<file path="src/qse_pkg.sv">
// shared constants and types for the quicksort engine
`timescale 1ns / 1ps
package qse_pkg;

  localparam int DEPTH      = 64;
  localparam int DATA_WIDTH = 32;
  localparam int IDX_W      = $clog2(DEPTH);
  localparam int CNT_W      = $clog2(DEPTH + 1);

  typedef logic signed [DATA_WIDTH-1:0] data_t;
  typedef logic [IDX_W-1:0] idx_t;
  typedef logic [CNT_W-1:0] cnt_t;

  // one pending range on the sort stack
  typedef struct packed {
    idx_t lo;
    idx_t hi;
  } range_t;

  localparam int RANGE_W = $bits(range_t);

endpackage

</file>
<file path="src/qse_ram.sv">
// generic single write, single read ram with registered read data
`timescale 1ns / 1ps
module qse_ram #(
  parameter int WIDTH = 32,
  parameter int DEPTH = 64
) (
  input  logic                     clk,
  input  logic                     wr_en,
  input  logic [$clog2(DEPTH)-1:0] wr_addr,
  input  logic [WIDTH-1:0]         wr_data,
  input  logic [$clog2(DEPTH)-1:0] rd_addr,
  output logic [WIDTH-1:0]         rd_data
);

  logic [WIDTH-1:0] mem [DEPTH];

  // write port and registered read port
  always_ff @(posedge clk) begin
    if (wr_en) begin
      mem[wr_addr] <= wr_data;
    end
    rd_data <= mem[rd_addr];
  end

endmodule

</file>
<file path="src/quicksort_engine_unit.sv">
// quicksort engine top level: load, in-place hoare quicksort, ordered readout
`timescale 1ns / 1ps
// Values are loaded one per transfer into a 64-entry element ram; a transfer
// with last set, or the 64th transfer, closes the set. The block then stalls
// its input while a small sequencer sorts the set in place with quicksort
// (first element as pivot, hoare partition, range stack in a second ram),
// using one signed comparator against the held pivot. Both scans test one
// element per cycle through the registered ram port. Each pass pops a range,
// loads its pivot, scans and swaps out-of-place pairs, then places the pivot
// and pushes the halves. Results then stream out in ascending order, each one
// held while the output is stalled, with final_res on the greatest element;
// the input reopens once that last transfer completes. No clearing pass is
// needed.
module quicksort_engine_unit
  import qse_pkg::*;
(
  input  logic                  clk,
  input  logic                  rst_n,
  input  logic                  in_valid,
  output logic                  in_stall,
  input  logic signed [DATA_WIDTH-1:0] in_value,
  input  logic                  in_last,
  output logic                  out_valid,
  input  logic                  out_stall,
  output logic signed [DATA_WIDTH-1:0] out_sorted_value,
  output logic                  out_final_res
);

  typedef enum logic [3:0] {
    S_LOAD, S_POP, S_POP_WAIT, S_PIV, S_UP_STEP, S_UP_CHK, S_DN_STEP, S_DN_CHK,
    S_SWAP2, S_FIN1, S_FIN2, S_PUSH_R, S_OUT_RD, S_OUT_WAIT, S_OUT_HOLD
  } state_t;

  state_t state_r, state_nxt;
  cnt_t   cnt_r, cnt_nxt;        // elements loaded, then set size
  cnt_t   sp_r, sp_nxt;          // stack fill
  idx_t   lo_r, lo_nxt;
  idx_t   hi_r, hi_nxt;
  cnt_t   up_r, up_nxt;
  cnt_t   dn_r, dn_nxt;
  cnt_t   k_r, k_nxt;
  data_t  pv_r, pv_nxt;
  data_t  a_r, a_nxt;
  data_t  b_r, b_nxt;
  logic   out_valid_r, out_valid_nxt;
  data_t  out_val_r, out_val_nxt;
  logic   out_fin_r, out_fin_nxt;

  // element ram ports
  logic   el_we;
  idx_t   el_waddr, el_raddr;
  data_t  el_wdata, el_rdata;
  logic [DATA_WIDTH-1:0] el_rdata_raw;

  // stack ram ports
  logic   st_we;
  idx_t   st_waddr, st_raddr;
  range_t st_wdata, st_rdata;
  logic [RANGE_W-1:0] st_rdata_raw;

  logic   in_xfer, out_xfer;
  logic   closes;
  cnt_t   up_inc, dn_dec, hi_ext, lo_ext;
  logic   le_pv, gt_pv;

  assign in_stall         = (state_r != S_LOAD);
  assign in_xfer          = in_valid && !in_stall;
  assign out_valid        = out_valid_r;
  assign out_sorted_value = out_val_r;
  assign out_final_res    = out_fin_r;
  assign out_xfer         = out_valid_r && !out_stall;

  assign el_rdata = data_t'(el_rdata_raw);
  assign st_rdata = range_t'(st_rdata_raw);

  qse_ram #(.WIDTH(DATA_WIDTH), .DEPTH(DEPTH)) u_elem (
    .clk     (clk),
    .wr_en   (el_we),
    .wr_addr (el_waddr),
    .wr_data (el_wdata),
    .rd_addr (el_raddr),
    .rd_data (el_rdata_raw)
  );

  qse_ram #(.WIDTH(RANGE_W), .DEPTH(DEPTH)) u_stack (
    .clk     (clk),
    .wr_en   (st_we),
    .wr_addr (st_waddr),
    .wr_data (st_wdata),
    .rd_addr (st_raddr),
    .rd_data (st_rdata_raw)
  );

  // shared comparator against the pivot
  assign le_pv  = (el_rdata <= pv_r);
  assign gt_pv  = (el_rdata > pv_r);
  assign up_inc = up_r + cnt_t'(1);
  assign dn_dec = dn_r - cnt_t'(1);
  assign hi_ext = {1'b0, hi_r};
  assign lo_ext = {1'b0, lo_r};
  assign closes = in_last || (cnt_r == cnt_t'(DEPTH - 1));

  // sequencer next state and ram control
  always_comb begin
    state_nxt     = state_r;
    cnt_nxt       = cnt_r;
    sp_nxt        = sp_r;
    lo_nxt        = lo_r;
    hi_nxt        = hi_r;
    up_nxt        = up_r;
    dn_nxt        = dn_r;
    k_nxt         = k_r;
    pv_nxt        = pv_r;
    a_nxt         = a_r;
    b_nxt         = b_r;
    out_valid_nxt = out_valid_r;
    out_val_nxt   = out_val_r;
    out_fin_nxt   = out_fin_r;
    el_we         = 1'b0;
    el_waddr      = up_r[IDX_W-1:0];
    el_wdata      = b_r;
    el_raddr      = up_inc[IDX_W-1:0];
    st_we         = 1'b0;
    st_waddr      = sp_r[IDX_W-1:0];
    st_wdata      = '{lo: lo_r, hi: hi_r};
    st_raddr      = dn_r[IDX_W-1:0];
    case (state_r)
      S_LOAD: begin
        el_waddr = cnt_r[IDX_W-1:0];
        el_wdata = in_value;
        if (in_xfer) begin
          el_we   = 1'b1;
          cnt_nxt = cnt_r + cnt_t'(1);
          if (closes) begin
            if (cnt_r == '0) begin
              k_nxt     = '0;
              state_nxt = S_OUT_RD;
            end else begin
              st_we     = 1'b1;
              st_waddr  = '0;
              st_wdata  = '{lo: '0, hi: cnt_r[IDX_W-1:0]};
              sp_nxt    = cnt_t'(1);
              state_nxt = S_POP;
            end
          end
        end
      end
      S_POP: begin
        st_raddr = sp_r[IDX_W-1:0] - idx_t'(1);
        if (sp_r == '0) begin
          k_nxt     = '0;
          state_nxt = S_OUT_RD;
        end else begin
          sp_nxt    = sp_r - cnt_t'(1);
          state_nxt = S_POP_WAIT;
        end
      end
      S_POP_WAIT: begin
        lo_nxt   = st_rdata.lo;
        hi_nxt   = st_rdata.hi;
        el_raddr = st_rdata.lo;
        if (st_rdata.lo >= st_rdata.hi) begin
          state_nxt = S_POP;
        end else begin
          state_nxt = S_PIV;
        end
      end
      S_PIV: begin
        pv_nxt    = el_rdata;
        up_nxt    = lo_ext;
        dn_nxt    = hi_ext + cnt_t'(1);
        state_nxt = S_UP_STEP;
      end
      // left scan: bound test before the element read
      S_UP_STEP: begin
        up_nxt = up_inc;
        if (up_inc + cnt_t'(1) <= hi_ext + cnt_t'(1) && up_inc <= hi_ext) begin
          el_raddr  = up_inc[IDX_W-1:0];
          state_nxt = S_UP_CHK;
        end else begin
          state_nxt = S_DN_STEP;
        end
      end
      S_UP_CHK: begin
        if (le_pv) begin
          el_raddr  = up_inc[IDX_W-1:0];
          up_nxt    = up_inc;
          if (up_inc <= hi_ext) begin
            state_nxt = S_UP_CHK;
          end else begin
            state_nxt = S_DN_STEP;
          end
        end else begin
          a_nxt     = el_rdata;
          state_nxt = S_DN_STEP;
        end
      end
      // right scan, stops at the pivot at the latest
      S_DN_STEP: begin
        dn_nxt    = dn_dec;
        el_raddr  = dn_dec[IDX_W-1:0];
        state_nxt = S_DN_CHK;
      end
      S_DN_CHK: begin
        if (gt_pv) begin
          dn_nxt    = dn_dec;
          el_raddr  = dn_dec[IDX_W-1:0];
          state_nxt = S_DN_CHK;
        end else begin
          b_nxt = el_rdata;
          if (up_r >= dn_r) begin
            state_nxt = S_FIN1;
          end else begin
            el_we     = 1'b1;
            el_waddr  = up_r[IDX_W-1:0];
            el_wdata  = el_rdata;
            state_nxt = S_SWAP2;
          end
        end
      end
      S_SWAP2: begin
        el_we     = 1'b1;
        el_waddr  = dn_r[IDX_W-1:0];
        el_wdata  = a_r;
        state_nxt = S_UP_STEP;
      end
      // place the pivot at its final index
      S_FIN1: begin
        el_we     = 1'b1;
        el_waddr  = lo_r;
        el_wdata  = b_r;
        state_nxt = S_FIN2;
      end
      S_FIN2: begin
        el_we     = 1'b1;
        el_waddr  = dn_r[IDX_W-1:0];
        el_wdata  = pv_r;
        st_wdata  = '{lo: lo_r, hi: dn_dec[IDX_W-1:0]};
        state_nxt = S_PUSH_R;
        if (dn_r > lo_ext + cnt_t'(1) && sp_r < cnt_t'(DEPTH)) begin
          st_we  = 1'b1;
          sp_nxt = sp_r + cnt_t'(1);
        end
      end
      S_PUSH_R: begin
        st_wdata  = '{lo: dn_r[IDX_W-1:0] + idx_t'(1), hi: hi_r};
        state_nxt = S_POP;
        if (dn_r + cnt_t'(1) < hi_ext && sp_r < cnt_t'(DEPTH)) begin
          st_we  = 1'b1;
          sp_nxt = sp_r + cnt_t'(1);
        end
      end
      // ordered readout
      S_OUT_RD: begin
        el_raddr  = k_r[IDX_W-1:0];
        state_nxt = S_OUT_WAIT;
      end
      S_OUT_WAIT: begin
        out_valid_nxt = 1'b1;
        out_val_nxt   = el_rdata;
        out_fin_nxt   = (k_r + cnt_t'(1) == cnt_r);
        state_nxt     = S_OUT_HOLD;
      end
      S_OUT_HOLD: begin
        el_raddr = k_r[IDX_W-1:0] + idx_t'(1);
        if (out_xfer) begin
          out_valid_nxt = 1'b0;
          if (out_fin_r) begin
            cnt_nxt   = '0;
            state_nxt = S_LOAD;
          end else begin
            k_nxt     = k_r + cnt_t'(1);
            state_nxt = S_OUT_WAIT;
          end
        end
      end
      default: begin
        state_nxt = S_LOAD;
      end
    endcase
  end

  // state and registered outputs
  always_ff @(posedge clk) begin
    if (!rst_n) begin
      state_r     <= S_LOAD;
      cnt_r       <= '0;
      sp_r        <= '0;
      k_r         <= '0;
      out_valid_r <= 1'b0;
      out_fin_r   <= 1'b0;
    end else begin
      state_r     <= state_nxt;
      cnt_r       <= cnt_nxt;
      sp_r        <= sp_nxt;
      k_r         <= k_nxt;
      out_valid_r <= out_valid_nxt;
      out_fin_r   <= out_fin_nxt;
    end
    lo_r      <= lo_nxt;
    hi_r      <= hi_nxt;
    up_r      <= up_nxt;
    dn_r      <= dn_nxt;
    pv_r      <= pv_nxt;
    a_r       <= a_nxt;
    b_r       <= b_nxt;
    out_val_r <= out_val_nxt;
  end

endmodule

</file>
<file path="config.mk">
export PLATFORM = sky130hd
export DESIGN_NAME = quicksort_engine_unit
export DESIGN_NICKNAME = d
export VERILOG_FILES = /design/src/qse_pkg.sv /design/src/qse_ram.sv /design/src/quicksort_engine_unit.sv
export SDC_FILE = /design/constraint.sdc
export NUM_CORES = 2
export LEC_CHECK = 0
export BUFFER_PORTS_ARGS = -buffer_cell sky130_fd_sc_hd__buf_4
export CAP_MARGIN = 20
export CORE_MARGIN = 2
export CORE_UTILIZATION = 40
export CTS_BUF_LIST = sky130_fd_sc_hd__clkbuf_8 sky130_fd_sc_hd__clkbuf_16
export CTS_CLUSTER_SIZE = 20
export DETAILED_ROUTE_END_ITERATION = 16
export HOLD_SLACK_MARGIN = 0.02
export PLACE_DENSITY_LB_ADDON = 0.15
export REMOVE_ABC_BUFFERS = 1
export SKIP_CTS_REPAIR_TIMING = 1
export SLEW_MARGIN = 20
export SYNTH_ARGS = -nofsm -noshare
export SYNTH_HDL_FRONTEND = slang
export SYNTH_HIERARCHICAL = 1
export SYNTH_SLANG_ARGS = --single-unit
export TNS_END_PERCENT = 30
</file>
<file path="constraint.sdc">
create_clock -name clk -period 5.53 [get_ports clk]
set_input_delay 0.553 -clock clk [delete_from_list [all_inputs] [get_ports clk]]
set_output_delay 0.553 -clock clk [all_outputs]
set_load 0.05 [all_outputs]
</file>
# Word level (Yosys, flattened, before mapping)
# Memories as Yosys holds them, arrays and structs flattened. A register that Yosys moved wholly into a read port is not among the register bits.
# Cells that the tools add are included.
# totals
regBits	181
mem_bits_rw	2816
input_bits	37
out_inout_bits	35
memories	2
# mem_list
memory	words	word_bits	rd	rd_ports_with_merged_regs	write_ports	line	rtl
u_elem.mem	64	32	1	1	1	qse_ram.sv:15	logic [WIDTH-1:0] mem [DEPTH];
u_stack.mem	64	12	1	1	1	qse_ram.sv:15	
# op_classes
add_sub_neg	13
n_lt_le_gt_ge	9
eq_ne	29
muxes	66
n_bitwise	2
n_reduce_logical	30
# ops
op	count
$pmux 32 s4	1
$mux 7	17
$mux 32	2
$pmux 7 s3	3
$pmux 4 s14	1
$add 7x1->7 const B	6
$mux 12	3
$mux 6	6
$pmux 12 s3	1
$gt 32x32->1	1
$le 32x32->1	1
$mux 4	8
$pmux 6 s5	1
$eq 4x4->1 const B	7
$pmux 7 s4	1
$ne 2x2->1 const B	13
$pmux 6 s3	1
$eq 4x3->1 const B	4
$add 6x1->7 const B	2
$logic_not 7->1	2
$mux 1	14
$pmux 7 s2	1
$reduce_and 7->1	2
$sub 7x1->7 const B	2
29 further kinds	49

# Depth between registers and ports, before layout
# depth
ltp_word	7
mapped_depth	19
depth_no_buf	14

# Hierarchy
# Netlist, hierarchy kept.
# modules_own_cells
mod	n_inst	cells_per_inst	area_each_um2	seq_area_each_um2
qse_ram (u_elem)	1	3324	78514.1	62139.6
qse_ram (u_stack)	1	1339	29851.1	23302.3
quicksort_engine_unit	1	1034	10919.2	5165.0

# Least setup slack after synthesis
# Ideal clock, no wire load.
# synth_timing
path_type	register to register
from	register pv_r[13]
to	memory u_elem.mem[48][0] (enable)
t_arrival_ns	4.814
required_ns	5.069
slack_ns	0.255
path_stages_with_launch	13
n_path_buf	0
path_cell_list	edfxtp_1 -> inv_1 -> ha_1 -> a211oi_1 -> o22ai_1 -> nor4b_1 -> a32oi_1 -> o211ai_1 -> nand2_1 -> o22ai_1 -> nor2b_1 -> nand4b_1 -> nor3_1
# synth_via
elab_chain_len	5
# synth_lines
item	line	rtl
start: declaration	quicksort_engine_unit.sv:42	data_t pv_r, pv_nxt;
start signal: assignment	quicksort_engine_unit.sv:304	pv_r <= pv_nxt;
$gt 32x32->1	quicksort_engine_unit.sv:96	assign gt_pv = (el_rdata > pv_r);
$mux 1	quicksort_engine_unit.sv:205	if (gt_pv) begin
$pmux 1 s3	quicksort_engine_unit.sv:127	case (state_r)
named net el_we	quicksort_engine_unit.sv:50	logic el_we;
$mux 1	qse_ram.sv:19	if (wr_en) begin
$mux 1 (implied by the code)	qse_ram.sv:20	mem[wr_addr] <= wr_data;
end: declaration	qse_ram.sv:15	
# The timed path passes the listed nets, and every way through them passes these cells.

# Final worst setup path
# layout_timing
from	register u_elem.rd_data[0], read port of u_elem.mem
to	register u_elem.rd_data[16], read port of u_elem.mem
# layout_via
elab_chain_len	3
# layout_lines
item	line	rtl
start: declaration	qse_ram.sv:12	output logic [WIDTH-1:0] rd_data
$gt 32x32->1	quicksort_engine_unit.sv:96	
$mux 6	quicksort_engine_unit.sv:205	
$pmux 6 s5	quicksort_engine_unit.sv:127	
named net el_raddr[0]	quicksort_engine_unit.sv:51	idx_t el_waddr, el_raddr;
# The timed path passes the listed nets, and every way through them passes these cells.
# A chain may end at the register's enable or synchronous reset.

==> impl_summary.txt <==
----------------------------------------------------
[Critical path]
  Worst R2R Setup Slack ... 0.09 ns
  CP Data Arrival Time ... 6.18 ns
  Setup crit end kind ... flip-flop
  Critical Setup Path Class ... flip-flop to flip-flop
  Launching instance or port of the critical path ... u_elem/rd_data[0]
  CP Max Fanout ... 30
  Crit Reg-Reg Endpoint ... u_elem/rd_data[16]
  Number of cells on the worst reg-to-reg path ... 13
  Startpoint type of the worst setup path ... flip-flop
  Crit path required time ... 6.27 ns
  Crit Reg-Reg Startpoint ... u_elem/rd_data[0]

[Synthesis]
  Syn Std Cell Area ... 0.119 sq mm
  Synth warn ... 6
  Average cell area after synthesis ... 20.9 sq um
  Number of storage elements in the synthesis netlist ... 3041
  Count of cell types in the netlist ... 79
  Post-synth EDFFs ... 2970
  Share of flip-flops with an asynchronous set or reset after synthesis ... 0
  Mapped Cells ... 5697
  Dominant synthesized flop cell ... edfxtp_1
  Share of the yosys chip area belonging to registers ... 0.760

[Pwr]
  Fraction of power spent switching nets ... 0.339
  Sw power ... 27.0 mW
  Power share of the clock group ... 0.264
  Internal power ... 52.6 mW
  Part of the power in registers ... 0.379
  Leak Pwr ... 44.6 nW
  Post-route total power ... 79.6 mW
  Power density normalized to cell area ... 573 mW/mm^2
  Comb power frac ... 0.356
  Peak VDD IR ... 0.000317 V

[Finish]
  Layout overhead on the synthesized area ... 16.5%
  Final standard cell count with taps included and fillers excluded ... about 10000
  FF/Latch Area ... 0.0906 sq mm
  Commonest cells after routing, fill and taps aside ... edfxtp_1 (2970), mux4_2 (736), buf_4 (394)
  Area used by multi-input combinational logic ... between 0.02 and 0.03 sq mm
  Count of filler cells inserted in the layout ... roughly 25000
  Post-layout net count ... 6343
  Layout cell share with drive strength beyond 1 ... 0.290
  Most common library cell in the layout ignoring fill and taps ... edfxtp_1

[Timing]
  Share of the cycle needed by the critical path after routing ... 0.983
  Max Slew Vio Count ... 0
  PnR worst setup slack ... 0.0933 ns
  Final total negative setup slack ... 0 ns
  Worst-margin pin slew ... 1.16 ns
  Worst max-slew margin expressed relative to the limit ... 0.222
  Setup repair after global routing missed its margin ... no
  Maximum achievable frequency ... 184 MHz
  Min Clock Period, post-route ... 5.44 ns
  Final hold slack ... 0.0697 ns
  Number of setup violations in the final report ... 0
  Worst-case clock skew ... 0.0728 ns
  Total count of hold-check failures in the final report ... 0

[Global routing]
  Largest net degree at the start of global routing ... 65
  Overflow after GRT ... 0
  Global-route wire length before repair ... between 400000 and 500000 um
  Antenna violations before repair ... 18
  Tot GR Track Use ... 0.220
  Vias in the first global route ... 60900

[Route]
  Post-DR wirelength/cell ... 32.2 um
  Via count normalized by instance count ... between 5 and 6
  Post-route ant nets ... 0
  Routed WL ... 335000 um
  Number of DRC markers in iteration 0 ... approximately 7100
  Number of vias after detailed routing ... 60500
  Number of design rule violations left after detail routing ... 0
  Number of detailed-routing iterations run before antenna repair ... 8

[Die]
  Die extent in x ... 550 um
  Num rows ... 200
  Starting density of the core ... 0.402
  Die boundary height ... 550 um
  Core area ... 0.297 sq mm
  Floorplan die area ... between 0.3 and 0.4 sq mm
  Number of top-level design ports ... 72

[Clock network]
  TritonCTS clock tree ... done
  Cts bufs inserted ... 322
  Clock transition at path regs ... 0.06 ns
  Buffer cell driving the clock tree root ... clkbuf_16
  Maximum level of the CTS H-tree ... 5
  Sinks on Clock Net ... between 3000 and 4000
  Maximum clock path buffer count ... 4
  Worst-Skew Late Latency ... 0.93 ns

[Run status]
  Outcome ... completed

[Hold path]
  Hold path endpoint ... state_r[1]
  Hold path depth ... 2
  Worst Hold Class ... input pin to flip-flop
  Critical hold path startpoint ... rst_n

[Placement]
  # placed instances ... 9832
  Worst Setup Slack post-DPL ... -0.0179 ns
  Dpl hpwl ... 207000 um
  Routability Congestion ... 0.916
  Port Buffers ... 71

[Run]
  Max-Cap Viols ... 0

----------------------------------------------------
## sequential cells by signal, summed over array words and instances (netlist names), 7 cells and up
register and count:
u_elem/mem 2048, u_stack/mem 768, a_r 32, b_r 32, out_sorted_value 32, pv_r 32
u_elem/rd_data 32, u_stack/rd_data 12, cnt_r 7, dn_r 7, k_r 7, sp_r 7
up_r 7
## final cells by class
type / count / area share
antenna: 6 / 0.000108
sequential: 3041 / 0.652
clock inverter: 243 / 0.0141
clock buffer: 335 / 0.0596
multi-input combinational: 2270 / 0.199
tap: 3939 / 0.0355
timing repair buffer: 509 / 0.0377
inverter: 76 / 0.00205
## critical path, cell delays in order, from the launching register on
cell	delay [ns]
dfxtp_1	0.45
inv_1	0.08
ha_1	0.29
nand4_1	0.33
nor4_1	0.72
nand2b_1	0.16
o211a_1	0.20
o311ai_2	0.50
buf_12	0.31
buf_4	0.38
mux4_2	0.56
mux4_2	0.54
o22ai_1	0.56
nor2_1	0.10
## through the flow
step	util	area (sq um)
floorplan	-	118000
global placement	0.433	129000
detailed placement	0.433	129000
CTS	0.468	139000
global route	0.468	139000
finish	0.468	139000
## logic make-up (layout without fill, tap and decap cells)
logic type / count (synthesis) / after routing / synth area share
DFF: 3041 / 3041 / 0.760
buffers and inverters: 386 / 1163 / 0.0154
AOI/OAI and AO/OA: 553 / 553 / 0.0324
and+or+nand+nor: 675 / 675 / 0.0263
xor gates and xnor gates: 57 / 57 / 0.00419
adders and majority gates: 86 / 86 / 0.00908
other: 0 / 6 / 0
muxes: 899 / 899 / 0.153
## power by group through the flow
| stage | logic [mW] | registers (mW) | clock network [mW] |
|---|---|---|---|
| floorplan | 14.1 | 30.5 | 0 |
| global placement | 28.1 | 30.6 | 0 |
| detailed placement | 28.4 | 30.7 | 0 |
| CTS | 28.4 | 30.2 | 21.5 |
| global route | 30.0 | 30.3 | 22.3 |
| finish | 28.4 | 30.2 | 21.0 |
## Yosys cell counts, types with 67 or more instances
library cell  instances  area [sq um]
a21oi_1             109           546
mux4_2              736         16600
inv_1                75           282
mux2i_1             124          1240
buf_2                72           360
nand3_1              67           335
nor2_1              305          1140
edfxtp_1           2970         89200
ha_1                 85          1060
nand2_1             105           394
o22ai_1             114           713
clkbuf_1            147           552
dfxtp_1              71          1420
## layer usage
layer  vias to the layer above  global-route usage  share of wire
met1                     33000               0.321           0.44
met4                         2              0.0565          0.027
met2                      2110               0.346           0.47
met3                       444              0.0349          0.064
met5                         -                   0       0.000039
li1                      24900                   -              -
## how the worst max path moves through the flow
stage	to	slack, ns	depth (start not counted)
finish	u_elem/rd_data[16]	0.09	13
global route	u_elem/rd_data[6]	0.02	18
CTS	u_elem/rd_data[1]	-0.04	17
detailed placement	u_elem/rd_data[1]	-0.02	17
global placement	u_elem/rd_data[6]	-0.11	15
floorplan	u_elem/rd_data[29]	-114.14	8
Note: power is estimated with default switching activity, not from simulation.
